File: src/hdl/lrc_pkg.sv
// lrc_pkg: shared constants and types for the ROM bank cache tag engine.
// Used by lrc_scan and lru_rom_bank_cache; no dependencies.
`timescale 1ns / 1ps

package lrc_pkg;

   localparam int CSR_W   = 10;   // bank_count register width
   localparam int STAMP_W = 32;   // use clock and slot stamp width
   localparam int TOTAL_W = 32;   // hit and miss counter width

   localparam logic [CSR_W-1:0] CSR_RESET = CSR_W'(2);

   // Control from the sequencer to the slot scan unit
   typedef struct packed {
      logic clear;    // new lookup: drop previous search results
      logic sample;   // read data of one slot is on the RAM output
   } lrc_scan_ctrl_type;

endpackage

File: src/hdl/lrc_ram.sv
// lrc_ram: generic single-write, single-read RAM with registered read data.
// No dependencies.
`timescale 1ns / 1ps

module lrc_ram #(
   parameter int WIDTH = 8,
   parameter int DEPTH = 8
) (
   input  logic                                  clock,
   input  logic                                  wr_en,
   input  logic [(DEPTH > 1 ? $clog2(DEPTH) : 1)-1:0] wr_addr,
   input  logic [WIDTH-1:0]                      wr_data,
   input  logic                                  rd_en,
   input  logic [(DEPTH > 1 ? $clog2(DEPTH) : 1)-1:0] rd_addr,
   output logic [WIDTH-1:0]                      rd_data
);

   logic [WIDTH-1:0] mem_ff [DEPTH];
   logic [WIDTH-1:0] rd_data_ff;

   always_ff @(posedge clock) begin
      if (wr_en) begin
         mem_ff[wr_addr] <= wr_data;
      end
      if (rd_en) begin
         rd_data_ff <= mem_ff[rd_addr];
      end
   end

   assign rd_data = rd_data_ff;

endmodule

File: src/hdl/lrc_scan.sv
// lrc_scan: walks slot entries as they come out of the slot RAM, one per cycle,
// tracking the first tag match and the oldest stamp. Depends on lrc_pkg.
`timescale 1ns / 1ps

module lrc_scan #(
   parameter int BANK_BITS = 9,
   parameter int IDX_W     = 3
) (
   input  logic                          clock,
   input  lrc_pkg::lrc_scan_ctrl_type    ctrl,
   input  logic [BANK_BITS-1:0]          bank,
   input  logic [IDX_W-1:0]              entry_idx,
   input  logic                          entry_valid,
   input  logic [BANK_BITS-1:0]          entry_tag,
   input  logic [lrc_pkg::STAMP_W-1:0]   entry_stamp,
   output logic                          found,
   output logic [IDX_W-1:0]              found_idx,
   output logic [IDX_W-1:0]              victim_idx
);

   import lrc_pkg::*;

   logic               found_ff, found_in;
   logic [IDX_W-1:0]   found_idx_ff, found_idx_in;
   logic [IDX_W-1:0]   victim_idx_ff, victim_idx_in;
   logic [STAMP_W-1:0] oldest_ff, oldest_in;
   logic [STAMP_W-1:0] stamp_eff;

   // an empty slot counts as stamp zero
   assign stamp_eff = entry_valid ? entry_stamp : '0;

   always_comb begin
      found_in      = found_ff;
      found_idx_in  = found_idx_ff;
      victim_idx_in = victim_idx_ff;
      oldest_in     = oldest_ff;
      if (ctrl.clear) begin
         found_in      = 1'b0;
         found_idx_in  = '0;
         victim_idx_in = '0;
         oldest_in     = '1;
      end else if (ctrl.sample) begin
         if (!found_ff && entry_valid && entry_tag == bank) begin
            found_in     = 1'b1;
            found_idx_in = entry_idx;
         end
         // strict compare keeps the lowest slot on ties
         if (stamp_eff < oldest_ff) begin
            oldest_in     = stamp_eff;
            victim_idx_in = entry_idx;
         end
      end
   end

   always_ff @(posedge clock) begin
      found_ff      <= found_in;
      found_idx_ff  <= found_idx_in;
      victim_idx_ff <= victim_idx_in;
      oldest_ff     <= oldest_in;
   end

   assign found      = found_ff;
   assign found_idx  = found_idx_ff;
   assign victim_idx = victim_idx_ff;

endmodule

File: src/hdl/lru_rom_bank_cache.sv
// lru_rom_bank_cache: tag and LRU engine for banked cartridge ROM (lrc_pkg, lrc_ram, lrc_scan).
// A non-zero bank reads every slot through the single slot RAM read port in turn (ST_SCAN),
// waits for the last read data (ST_DRAIN) and updates the slot (ST_UPDATE); bank 0 uses ST_FIXED.
// A new request is taken only after the previous one is answered, as req_tready is high only in
// ST_IDLE; a stalled response holds the engine in its final state.
// Reset (synchronous): all slots empty, use clock and counters zero, bank_count 2.
`timescale 1ns / 1ps

module lru_rom_bank_cache #(
   parameter int SLOTS     = 8,
   parameter int BANK_BITS = 9
) (
   input  logic                                   clock,
   input  logic                                   reset,
   // tdata: bank_request[BANK_BITS-1:0], zero pad
   input  logic                                   req_tvalid,
   output logic                                   req_tready,
   input  logic [((BANK_BITS + 7) / 8) * 8 - 1:0] req_tdata,
   // tdata: resolved_bank, is_fixed_bank, hit, slot_index, fetch_needed,
   //        hit_total[31:0], miss_total[31:0], zero pad
   output logic                                   rsp_tvalid,
   input  logic                                   rsp_tready,
   output logic [((BANK_BITS + (SLOTS > 1 ? $clog2(SLOTS) : 1) + 3 + 2 * lrc_pkg::TOTAL_W
                   + 7) / 8) * 8 - 1:0]            rsp_tdata,
   input  logic                                   csr_wen,
   input  logic [lrc_pkg::CSR_W-1:0]              csr_wdata
);

   import lrc_pkg::*;

   localparam int IDX_W   = (SLOTS > 1) ? $clog2(SLOTS) : 1;
   localparam int RAM_W   = BANK_BITS + STAMP_W;
   localparam int RSP_USE = BANK_BITS + IDX_W + 3 + 2 * TOTAL_W;
   localparam int RSP_W   = ((RSP_USE + 7) / 8) * 8;
   localparam int MASK_W  = (BANK_BITS > CSR_W) ? BANK_BITS : CSR_W;
   localparam logic [IDX_W-1:0] LAST_IDX = IDX_W'(SLOTS - 1);

   typedef enum logic [2:0] {
      ST_IDLE,
      ST_FIXED,
      ST_SCAN,
      ST_DRAIN,
      ST_UPDATE
   } state_type;

   state_type            state_ff, state_in;
   logic [CSR_W-1:0]     bank_count_ff, bank_count_in;
   logic [BANK_BITS-1:0] bank_ff, bank_in;
   logic [IDX_W-1:0]     rd_cnt_ff, rd_cnt_in;
   logic                 rd_pend_ff, rd_pend_in;
   logic [IDX_W-1:0]     rd_idx_ff, rd_idx_in;
   logic [SLOTS-1:0]     valid_ff, valid_in;
   logic [STAMP_W-1:0]   use_clock_ff, use_clock_in;
   logic [TOTAL_W-1:0]   hit_cnt_ff, hit_cnt_in;
   logic [TOTAL_W-1:0]   miss_cnt_ff, miss_cnt_in;
   logic                 rsp_valid_ff, rsp_valid_in;
   logic [RSP_W-1:0]     rsp_data_ff, rsp_data_in;

   logic                 req_take;
   logic                 out_free;
   logic [CSR_W-1:0]     count_m1;
   logic [MASK_W-1:0]    bank_mask;
   logic [BANK_BITS-1:0] resolved;
   logic                 ram_we;
   logic [IDX_W-1:0]     ram_waddr;
   logic [RAM_W-1:0]     ram_wdata;
   logic                 ram_re;
   logic [RAM_W-1:0]     ram_rdata;
   lrc_scan_ctrl_type    scan_ctrl;
   logic                 scan_found;
   logic [IDX_W-1:0]     scan_found_idx;
   logic [IDX_W-1:0]     scan_victim_idx;
   logic [IDX_W-1:0]     target_idx;
   logic [STAMP_W-1:0]   clock_next;

   assign req_tready = (state_ff == ST_IDLE);
   assign req_take   = req_tvalid && req_tready;
   assign out_free   = !rsp_valid_ff || rsp_tready;

   // a bank count of zero leaves the request unmasked
   assign count_m1  = bank_count_ff - CSR_W'(1);
   assign bank_mask = (bank_count_ff == '0) ? '1 : MASK_W'(count_m1);
   assign resolved  = req_tdata[BANK_BITS-1:0] & bank_mask[BANK_BITS-1:0];

   assign target_idx = scan_found ? scan_found_idx : scan_victim_idx;
   assign clock_next = use_clock_ff + STAMP_W'(1);

   assign ram_re    = (state_ff == ST_SCAN);
   assign ram_we    = (state_ff == ST_UPDATE) && out_free;
   assign ram_waddr = target_idx;
   assign ram_wdata = {bank_ff, clock_next};

   assign scan_ctrl.clear  = req_take;
   assign scan_ctrl.sample = rd_pend_ff;

   lrc_ram #(
      .WIDTH (RAM_W),
      .DEPTH (SLOTS)
   ) u_slot_ram (
      .clock   (clock),
      .wr_en   (ram_we),
      .wr_addr (ram_waddr),
      .wr_data (ram_wdata),
      .rd_en   (ram_re),
      .rd_addr (rd_cnt_ff),
      .rd_data (ram_rdata)
   );

   lrc_scan #(
      .BANK_BITS (BANK_BITS),
      .IDX_W     (IDX_W)
   ) u_scan (
      .clock       (clock),
      .ctrl        (scan_ctrl),
      .bank        (bank_ff),
      .entry_idx   (rd_idx_ff),
      .entry_valid (valid_ff[rd_idx_ff]),
      .entry_tag   (ram_rdata[RAM_W-1:STAMP_W]),
      .entry_stamp (ram_rdata[STAMP_W-1:0]),
      .found       (scan_found),
      .found_idx   (scan_found_idx),
      .victim_idx  (scan_victim_idx)
   );

   always_comb begin
      state_in      = state_ff;
      bank_count_in = csr_wen ? csr_wdata : bank_count_ff;
      bank_in       = bank_ff;
      rd_cnt_in     = rd_cnt_ff;
      rd_pend_in    = ram_re;
      rd_idx_in     = rd_cnt_ff;
      valid_in      = valid_ff;
      use_clock_in  = use_clock_ff;
      hit_cnt_in    = hit_cnt_ff;
      miss_cnt_in   = miss_cnt_ff;
      rsp_valid_in  = rsp_valid_ff && !rsp_tready;
      rsp_data_in   = rsp_data_ff;

      unique case (state_ff)
         ST_IDLE: begin
            if (req_take) begin
               bank_in   = resolved;
               rd_cnt_in = '0;
               state_in  = (resolved == '0) ? ST_FIXED : ST_SCAN;
            end
         end
         ST_FIXED: begin
            if (out_free) begin
               rsp_valid_in = 1'b1;
               rsp_data_in  = RSP_W'({miss_cnt_ff, hit_cnt_ff, 1'b0, IDX_W'(0),
                                      1'b0, 1'b1, bank_ff});
               state_in     = ST_IDLE;
            end
         end
         ST_SCAN: begin
            rd_cnt_in = rd_cnt_ff + IDX_W'(1);
            if (rd_cnt_ff == LAST_IDX) begin
               state_in = ST_DRAIN;
            end
         end
         ST_DRAIN: begin
            // last slot entry is sampled by the scan unit this cycle
            state_in = ST_UPDATE;
         end
         ST_UPDATE: begin
            if (out_free) begin
               valid_in[target_idx] = 1'b1;
               use_clock_in = clock_next;
               if (scan_found) begin
                  hit_cnt_in = hit_cnt_ff + TOTAL_W'(1);
               end else begin
                  miss_cnt_in = miss_cnt_ff + TOTAL_W'(1);
               end
               rsp_valid_in = 1'b1;
               rsp_data_in  = RSP_W'({miss_cnt_in, hit_cnt_in, !scan_found, target_idx,
                                      scan_found, 1'b0, bank_ff});
               state_in     = ST_IDLE;
            end
         end
         default: begin
            state_in = ST_IDLE;
         end
      endcase
   end

   always_ff @(posedge clock) begin
      if (reset) begin
         state_ff      <= ST_IDLE;
         bank_count_ff <= CSR_RESET;
         rd_cnt_ff     <= '0;
         rd_pend_ff    <= 1'b0;
         valid_ff      <= '0;
         use_clock_ff  <= '0;
         hit_cnt_ff    <= '0;
         miss_cnt_ff   <= '0;
         rsp_valid_ff  <= 1'b0;
      end else begin
         state_ff      <= state_in;
         bank_count_ff <= bank_count_in;
         rd_cnt_ff     <= rd_cnt_in;
         rd_pend_ff    <= rd_pend_in;
         valid_ff      <= valid_in;
         use_clock_ff  <= use_clock_in;
         hit_cnt_ff    <= hit_cnt_in;
         miss_cnt_ff   <= miss_cnt_in;
         rsp_valid_ff  <= rsp_valid_in;
      end
      bank_ff     <= bank_in;
      rd_idx_ff   <= rd_idx_in;
      rsp_data_ff <= rsp_data_in;
   end

   assign rsp_tvalid = rsp_valid_ff;
   assign rsp_tdata  = rsp_data_ff;

endmodule
File: config.mk
export PLATFORM = sky130hd
export DESIGN_NAME = lru_rom_bank_cache
export DESIGN_NICKNAME = d
export VERILOG_FILES = /design/src/hdl/lrc_pkg.sv /design/src/hdl/lrc_ram.sv /design/src/hdl/lrc_scan.sv /design/src/hdl/lru_rom_bank_cache.sv
export SDC_FILE = /design/constraint.sdc
export NUM_CORES = 1
export LEC_CHECK = 0
export ABC_CLOCK_PERIOD_IN_PS = 5600
export BUFFER_PORTS_ARGS = -buffer_cell sky130_fd_sc_hd__clkbuf_2
export CORE_UTILIZATION = 35
export DETAILED_ROUTE_END_ITERATION = 7
export GPL_TIMING_DRIVEN = 0
export PLACE_DENSITY = 0.51
export RECOVER_POWER = 50
export SLEW_MARGIN = 10
export SYNTH_ARGS = -nofsm -noshare
export SYNTH_HDL_FRONTEND = slang
export SYNTH_SLANG_ARGS = --single-unit
File: constraint.sdc
create_clock -name clock -period 5.6 [get_ports clock]
set_input_delay 1.12 -clock clock [delete_from_list [all_inputs] [get_ports clock]]
set_output_delay 1.12 -clock clock [all_outputs]
set_load 0.02 [all_outputs]
## After elaboration in Yosys (flattened, before gate mapping)

Memories as Yosys holds them, arrays and structs flattened. A register that Yosys moved wholly into a read port is not among the register bits.
Index checks and enable logic that the tools add are counted.

- Register bits after elaboration: 253
- Bits in writable memories: 328
- Input port bits: 31
- Memories: 1

Memory list:

| memory | depth | bits a word | read ports | clocked after Yosys merged registers in | wr ports | line | text |
|---|---|---|---|---|---|---|---|
| u_slot_ram.mem_ff | 8 | 41 | 1 | 1 | 1 | lrc_ram.sv:18 | `logic [WIDTH-1:0] mem_ff [DEPTH];` |

- Add/sub/neg operators: 5
- Order comparisons: 4
- Equality and inequality tests: 11
- Multiplexer cells: 23
- Bitwise gates (word level): 2
- Reduce and logical (&&, ||, !) cells: 23

Operators with widths:

| operator | count |
|---|---|
| $mux W80 | 2 |
| $pmux W80 S2 | 1 |
| $add A32 B1 Y32 const B | 3 |
| $mux W32 | 3 |
| $lt A32 B32 Y1 | 1 |
| $mux W3 | 5 |
| $pmux W3 S4 | 1 |
| $logic_not A10 Y1 | 1 |
| $reduce_and A2 Y1 | 5 |
| $and A9 B9 Y9 | 1 |
| $eq A9 B9 Y1 | 1 |
| $logic_not A9 Y1 | 1 |
| $mux W9 | 1 |
| $sub A9 B1 Y9 const B | 1 |
| $lt A3 B4 Y1 const B | 2 |
| $or A8 B8 Y8 | 1 |
| $eq A3 B2 Y1 const B | 2 |
| $eq A3 B3 Y1 const B | 2 |
| $logic_and A1 B1 Y1 | 6 |
| $mux W1 | 6 |
| $ne A2 B1 Y1 const B | 3 |
| $pmux W3 S2 | 1 |
| $reduce_and A3 Y1 | 2 |
| $ne A2 B2 Y1 const B | 2 |
| 11 further kinds | 14 |

## Longest topological paths before layout

Gate-level depths: netlist (run 1).

- Word-level depth: 7
- Depth in mapped cells: 14
- Mapped depth without buffers: 11

## By module

A second synthesis (run 1) with hierarchy kept.

- Cells, all modules: 1871
- Area, all modules: 26467.9 um^2

By module, submodules not included:

| module | instances | cells each | area an instance (um^2) | seq. area each (um^2) |
|---|---|---|---|---|
| lrc_ram | 1 | 528 | 13903.3 | 11080.6 |
| lru_rom_bank_cache | 1 | 1018 | 9980.8 | 5144.9 |
| lrc_scan | 1 | 325 | 2583.7 | 780.7 |

## Worst setup path after synthesis (run 1)

Ideal clock, no wire load.

- Path type: input to register
- Start point: input port rsp_tready
- End point: register rsp_data_ff[0] (netlist: rsp_tdata[0]), enable pin
- Library setup time: 0.518 ns
- Arrival time: 4.478 ns
- Required time: 5.082 ns
- Slack: 0.605 ns
- Stages: 2
- Buffers on the path: 0
- Cell sequence: nor2b_1 nor2_1

- Word-level cells in the longest chain between the ends: 3

Ends and longest elaborated chain:

| what | line | text |
|---|---|---|
| start, declared | lru_rom_bank_cache.sv:22 | `input logic rsp_tready,` |
| $logic_or A1 B1 Y1 (*) | lru_rom_bank_cache.sv:78 | `assign out_free = !rsp_valid_ff \|\| rsp_tready;` |
| $ne A2 B2 Y1 (no source line) | n/a |  |
| $reduce_and A3 Y1 (no source line) (*) | n/a |  |
| end signal, assigned | lru_rom_bank_cache.sv:210 | `rsp_data_ff <= rsp_data_in;` |
| end, declared | lru_rom_bank_cache.sv:57 | `logic [RSP_W-1:0] rsp_data_ff, rsp_data_in;` |

Mark *: on every way between the ends. The rest lies on a longest branch, timed or not.
A chain may end at the register's enable or synchronous reset.

## Worst setup path in the final report (run 1)

- Start point: register rd_idx_ff[0]
- End point: register u_scan.oldest_ff[17]

- Word-level cells in the longest chain between the ends: 5

Ends and longest elaborated chain:

| what | line | text |
|---|---|---|
| start, declared | lru_rom_bank_cache.sv:51 | `logic [IDX_W-1:0] rd_idx_ff, rd_idx_in;` |
| start signal, assigned | lru_rom_bank_cache.sv:209 | `rd_idx_ff <= rd_idx_in;` |
| $bmux W1 S3 | lru_rom_bank_cache.sv:117 | `.entry_valid (valid_ff[rd_idx_ff]),` |
| $mux W1 (not written as such) | lru_rom_bank_cache.sv:117 |  |
| $mux W32 | lrc_scan.sv:30 | `assign stamp_eff = entry_valid ? entry_stamp : '0;` |
| named net u_scan.stamp_eff[31] | lrc_scan.sv:27 | `logic [STAMP_W-1:0] stamp_eff;` |
| $lt A32 B32 Y1 | lrc_scan.sv:48 | `if (stamp_eff < oldest_ff) begin` |
| $reduce_and A2 Y1 (no source line) | n/a |  |
| end signal, assigned | lrc_scan.sv:59 | `oldest_ff <= oldest_in;` |
| end, declared | lrc_scan.sv:26 | `logic [STAMP_W-1:0] oldest_ff, oldest_in;` |

The timed path passes the listed nets, and every way through them passes these cells. The select of a mux whose other input is x is not followed.

==> flow_metrics.env, run 1 <==
export IMPL_status="finished with violations"
export IMPL_startpoint="rd_idx_ff[0]"
export IMPL_cpMaxStageDelayCell="nor4_1"
export IMPL_fin_crit_ps=5123
export IMPL_synth_seq_area_share_pct=65.88
export IMPL_layout_nets=2071
export IMPL_synth_largest_area_cell="edfxtp_1"
export IMPL_grt_max_degree=33
export IMPL_fmax_mhz=195.2
export IMPL_p_int_w=0.007898
export IMPL_cts_sinks=621
export IMPL_relSlewSlack_pct=-38.48
export IMPL_antenna_cells=0
export IMPL_first_global_vias=15540
export IMPL_grtUsageTotal_pct=16.33
export IMPL_ctsResizeCount=0
export IMPL_grt_setup_unrepaired="false"
export IMPL_drive_gt1_share_pct=13.95
export IMPL_h_tree_depth=3
export IMPL_grt_met2_usage_pct=27.40
export IMPL_synth_area_top_cells="edfxtp_1 53%, dfxtp_1 13%, mux4_2 7.2%, xor2_1 3.1%, xnor2_1 3.0%"
export IMPL_holdBufCountCts=0
export IMPL_failed_checks="capacitance limit, slew limit"
export IMPL_clockRootBuffer="clkbuf_16"
export IMPL_synth_edff_count=457
export IMPL_clock_skew_ps=34.59
export IMPL_yosysUniqueCellTypes=60
export IMPL_worst_pin_slew_ps=2069
export IMPL_yosys_warnings=0
export IMPL_start_kind="flip-flop"
export IMPL_syn_nets=1875
export IMPL_hp_start="rd_cnt_ff[2]"
export IMPL_synthFlopType="edfxtp_1"
export IMPL_met1_usage_pct=21.20
export IMPL_vdd_drop_max_uv=219.3
export IMPL_wirelength_mm=60.42
export IMPL_post_dp_hpwl_mm=40.85
export IMPL_avgSynthCellArea_um2=14.29
export IMPL_critical_path_top_delay_family="simple AND/OR/NAND/NOR gates"
export IMPL_busiest_layer="met2"
export IMPL_critical_path_most_common_cell="clkbuf_1"
export IMPL_ys_ff_latch=621
export IMPL_final_setup_viol_count=0
export IMPL_fin_crit_sh_pct=91.48
export IMPL_grt_pass1_wl_mm=92.56
export IMPL_reg2reg_from="rd_idx_ff[0]"
export IMPL_numCtsBuffers=70
export IMPL_netlist_area_mm2=0.02581
export IMPL_initial_utilization_pct=35.38
export IMPL_dieArea_mm2=0.07484
export IMPL_fin_area_mm2=0.03019
export IMPL_row_count=99
export IMPL_die_x_um=273.6
export IMPL_clock_latency_ps=610
export IMPL_dr_total_vias=15050
export IMPL_cp_slowest_stage_delay_ps=610
export IMPL_avgViaCountPerCell=4.988
export IMPL_drtPass1Iterations=5
export IMPL_cp_data_arrival_time_ps=5600
export IMPL_cts_tree="yes"
export IMPL_cts_setup_buffers=0
export IMPL_fin_setup_tns_ps=0
export IMPL_coreArea_mm2=0.07296
export IMPL_overflow=0
export IMPL_dieHeight_um=273.6
export IMPL_maxCapViolCount=4
export IMPL_cts_clk_slew_worst_paths_ps=50
export IMPL_p_sw_share_pct=21.48
export IMPL_clockBufferDepth=3
export IMPL_maxSlewViolCount=109
export IMPL_wl_per_cell_um=20.03
export IMPL_cp_max_fo=10
export IMPL_antenna_left=0
export IMPL_hp_class="flip-flop to flip-flop"
export IMPL_path_class="flip-flop to flip-flop"
export IMPL_port_buffers=103
export IMPL_place_area_mm2=0.02812
export IMPL_hold_viol_final=0
export IMPL_end_kind="flip-flop"
export IMPL_crit_required_ps=6080
export IMPL_yosys_area_top_type_share_pct=53.16
export IMPL_pwr_share_seq_pct=50.5
export IMPL_ios=113
export IMPL_p_switching_w=0.002161
export IMPL_met3_usage_pct=3.412
export IMPL_gp_congestion=0.7865
export IMPL_comb_power_share_pct=5.3
export IMPL_p_clk_share_pct=44.3
export IMPL_route_detailed_drc=0
export IMPL_total_power_w=0.01006
export IMPL_initialDrtViolationCount=902
export IMPL_syn_inst=1806
export IMPL_async_reset_ff_share_pct=0
export IMPL_p_leak_nw=10.50
export IMPL_power_density_mw_per_mm2=333.1
export IMPL_crit_buf_inv=3
export IMPL_antenna_found_initial=1
export IMPL_path_cells="clkbuf_1 > mux2_1 > a2bb2oi_1 > nor2b_1 > clkbuf_1 > and2_1 > ha_1 > nand4_1 > nor4_1 > nand3_1 > o22ai_1 > nor3_2 > clkbuf_1 > a211o_1"
export IMPL_area_growth_pct=16.96
-- power groups by stage --
stage          logic, W  clock network, W  registers, W
6_report       0.000532           0.00445       0.00508
4_1_cts        0.000551           0.00458       0.00507
3_3_place_gp   0.000530                 0       0.00517
2_1_floorplan  0.000387                 0       0.00515
5_1_grt        0.000585           0.00476       0.00508
3_5_place_dp   0.000549                 0       0.00517
-- synthesized netlist by cell type, types with 18 or more instances --
cell type,n
edfxtp_1,457
o21ai_0,24
nor3_1,31
xor2_1,92
mux4_2,82
inv_1,52
o31a_1,31
nor2_1,177
a21oi_1,28
nand2_1,110
dfxtp_1,164
or3_1,18
nand4_1,33
and2_1,38
nand3_1,46
xnor2_1,89
mux2i_1,21
ha_1,38
a211o_1,31
mux2_2,46
clkbuf_1,74
-- cell usage in the layout (no fill, tap or decap), drive strengths merged, types with 21 or more instances in the layout --
cell / instances
o31a: 31
edfxtp: 457
clkbuf: 280
dfxtp: 164
xnor2: 89
buf: 32
a21oi: 28
o21ai: 25
nand2: 110
mux2i: 21
and2: 38
inv: 55
nor2: 177
mux2: 46
mux4: 82
nand4: 33
a211o: 31
nand3: 46
ha: 38
nor3: 32
xor2: 92
-- path summary, 6_finish.rpt --
path | to | slack (ps) | depth (start not counted)
max | u_scan.oldest_ff[17] | 480 | 14
min | rd_idx_ff[2] | 370 | 0
max reg2reg | u_scan.oldest_ff[17] | 480 | 14
min reg2reg | rd_idx_ff[2] | 370 | 0
-- final cells by class --
cell class | instances | area, um2
Fill cell | 6717 | 42770
Buffer | 90 | 354.1
Clock buffer | 98 | 1928
Sequential cell | 621 | 17010
Tap cell | 959 | 1200
Inverter | 52 | 195.2
Timing Repair Buffer | 124 | 883.3
Clock inverter | 30 | 300.3
Multi-Input combinational cell | 1043 | 8325
-- metal layers --
layer	wire length (um)	vias to the layer above
li1	-	7084
met1	26670	7599
met2	29750	290
met3	2885	75
met4	1105	2
met5	12	-
-- through the flow --
stage	hold WS, ps	utilization [%]	setup WS [ps]	instances
floorplan	354.0	-	604.8	1806
global placement	369.2	37.73	-1873	2868
detailed placement	361.8	38.54	439.1	2889
CTS	370.3	41.60	366.0	3017
global route	373.4	41.38	22.63	3017
finish	369.2	41.38	477.0	3017
-- worst reg2reg max path, stage by stage (launching register included) --
cell and delay (ps):
dfxtp_1 300, clkbuf_1 320, mux2_1 240, a2bb2oi_1 450, nor2b_1 510, clkbuf_1 480
and2_1 290, ha_1 190, nand4_1 170, nor4_1 610, nand3_1 150, o22ai_1 440
nor3_2 200, clkbuf_1 310, a211o_1 350
-- flip-flops by register name, summed over array words and instances, names as in the netlist --
name,count
rsp_tdata,79
u_scan.victim_idx,3
miss_cnt_ff,32
u_scan.found,1
u_scan.oldest_ff,32
u_slot_ram.rd_data,41
rsp_tvalid,1
state_ff,3
rd_cnt_ff,3
bank_count_ff,10
valid_ff,8
rd_idx_ff,3
hit_cnt_ff,32
u_scan.found_idx,3
rd_pend_ff,1
u_slot_ram.mem_ff,328
use_clock_ff,32
bank_ff,9
-- kinds of logic (layout without fill, tap and decap cells) --
group / count (synthesis) / after routing / share of synthesized area (%)
flops: 621 / 621 / 65.88
simple gates: 526 / 526 / 9.878
xor+xnor: 181 / 181 / 6.141
mux: 149 / 149 / 9.975
compound gates: 148 / 148 / 4.144
buf+inv: 142 / 394 / 2.123
fa+ha+maj: 38 / 38 / 1.842
other cells: 1 / 1 / 0.01453
(Power assumes the default switching activity.)
==> run 2: changes to the inputs <==
PLACE_DENSITY = default   (was 0.51)
==> run 2 against run 1 <==
Compared with the run above: the flow still finishes with violations (capacitance limit, slew limit); core utilization is 0.36 points lower; flip-flop and latch count stayed put; via count increased by 0.34%; first-iteration DRC count shrank 9.6%; routed wire length fell by 4.5%; clock skew rose by 14 ps; critical endpoint is now u_scan.oldest_ff[0]; largest cell class unchanged.
==> flow_metrics.env, run 2 (synthesis results as in run 1) <==
export IMPL_holdBufCountCts=0
export IMPL_startpoint="rd_idx_ff[0]"
export IMPL_clockRootBuffer="clkbuf_16"
export IMPL_grt_pass1_wl_mm=89.61
export IMPL_avgViaCountPerCell=5.030
export IMPL_wirelength_mm=57.71
export IMPL_clock_latency_ps=650
export IMPL_cp_max_fo=11
export IMPL_path_cells="clkbuf_1 > mux2_2 > a2bb2oi_1 > nor2b_1 > clkbuf_2 > and2_1 > ha_1 > a21o_1 > a31oi_1 > nand4b_1 > o2111a_1 > nor3_2 > buf_2 > mux2i_1"
export IMPL_h_tree_depth=2
export IMPL_initialDrtViolationCount=815
export IMPL_final_common_cell="edfxtp_1"
export IMPL_hp_start="rd_cnt_ff[2]"
export IMPL_cpMaxStageDelayCell="nor3_2"
export IMPL_vdd_drop_max_uv=279.1
export IMPL_p_leak_nw=10.38
export IMPL_antenna_left=0
export IMPL_drive_gt1_share_pct=13.91
export IMPL_fin_area_mm2=0.02993
export IMPL_failed_checks="capacitance limit, slew limit"
export IMPL_ctsResizeCount=0
export IMPL_path_class="flip-flop to flip-flop"
export IMPL_gp_congestion=0.8058
export IMPL_cts_clk_slew_worst_paths_ps=60
export IMPL_hp_class="flip-flop to flip-flop"
export IMPL_holdWs_ps=386.7
export IMPL_numCtsBuffers=60
export IMPL_cts_tree="yes"
export IMPL_port_buffers=103
export IMPL_layout_common_cells="457 x edfxtp_1, 171 x clkbuf_1, 169 x nor2_1, 164 x dfxtp_1, 110 x nand2_1"
export IMPL_ios=113
export IMPL_dr_total_vias=15100
export IMPL_area_growth_pct=15.94
export IMPL_overflow=0
export IMPL_hold_viol_final=0
export IMPL_relSlewSlack_pct=-43.03
export IMPL_wl_per_cell_um=19.22
export IMPL_grt_max_degree=31
export IMPL_cp_data_arrival_time_ps=5530
export IMPL_cts_setup_buffers=0
export IMPL_grt_setup_unrepaired="false"
export IMPL_clock_skew_ps=48.16
export IMPL_cts_sinks=621
export IMPL_place_inst=2887
export IMPL_coreArea_mm2=0.07296
export IMPL_fin_crit_sh_pct=88.91
export IMPL_route_detailed_drc=0
export IMPL_fmax_mhz=200.9
export IMPL_dieArea_mm2=0.07484
export IMPL_row_count=99
export IMPL_antenna_found_initial=1
export IMPL_post_dp_hpwl_mm=39.38
export IMPL_largest_register_ffs=328
export IMPL_clockBufferDepth=3
export IMPL_final_setup_viol_count=0
export IMPL_fin_setup_tns_ps=0
export IMPL_place_area_mm2=0.02807
export IMPL_crit_required_ps=6150
export IMPL_reg2reg_from="rd_idx_ff[0]"
export IMPL_start_kind="flip-flop"
export IMPL_layout_nets=2059
export IMPL_end_kind="flip-flop"
export IMPL_first_global_vias=15710
export IMPL_max_flop_register="u_slot_ram.mem_ff"
export IMPL_fin_crit_ps=4979
export IMPL_initial_utilization_pct=35.38
export IMPL_maxSlewViolCount=115
export IMPL_cp_slowest_stage_delay_ps=510
export IMPL_die_x_um=273.6
export IMPL_dieHeight_um=273.6
export IMPL_instances_no_fill=3002
export IMPL_power_density_mw_per_mm2=323.2
export IMPL_reg2reg_slack_ps=620
export IMPL_drtPass1Iterations=5
export IMPL_maxCapViolCount=4
export IMPL_worst_pin_slew_ps=2145
export IMPL_grtUsageTotal_pct=15.50
export IMPL_status="finished with violations"
==> run 2: changes by cell type in the layout (fill, tap and decap cells not counted), moves of 3 or more <==
cell	delta
clkbuf_1	-10
clkbuf_16	-11
clkbuf_8	+3
clkinv_1	-5
clkinv_2	+5
clkinv_4	+3
==> run 2: area by class of cell <==
cell class              instances  area, um2
fillers                      6651      43030
inverters                      52      195.2
flip-flops and latches        621      17010
clock buffers                  81       1660
well taps                     959       1200
plain buffers                  90      354.1
multi-input cells            1043       8315
clock inverters                33      359.1
diodes                          1      2.502
repair buffers                122      835.8
==> run 2: critical path: cells and delay by family (launching register included) <==
kind	cells	cell delay [ps]
AND/OR/NAND/NOR	4	1400
AO/OA/AOI/OAI	4	1270
buffers and inverters	3	1150
multiplexers	2	460
flip-flops	1	300
adder cells (fa/ha/maj)	1	290
==> run 2: worst paths after layout <==
kind / endpoint / cells after the start
worst min-delay path: rd_idx_ff[2] / 0
worst min register to register: rd_idx_ff[2] / 0
worst max-delay path: u_scan.oldest_ff[0] / 14
worst max register to register: u_scan.oldest_ff[0] / 14
==> run 2: power breakdown <==
part           internal [W]  switching [W]
clock               0.00233        0.00175
combinational      0.000244       0.000281
sequential          0.00501      0.0000624
==> run 2: routing by layer <==
| metal | track usage, % | vias up | part of all wire (%) |
|---|---|---|---|
| met5 | 0 | - | 0 |
| met4 | 4.881 | 0 | 2.4 |
| met3 | 3.237 | 98 | 5.9 |
| met2 | 26.62 | 343 | 49 |
| met1 | 19.45 | 7590 | 43 |
| li1 | - | 7070 | - |
==> run 2: metrics by stage <==
stage	worst slack [ps]	utilization [%]	total power (W)
floorplan	604.8	-	0.005538
global placement	-1596	37.73	0.005688
detailed placement	446.6	38.47	0.005709
CTS	359.9	41.24	0.009780
global route	172.9	41.02	0.009986
finish	621.2	41.02	0.009673
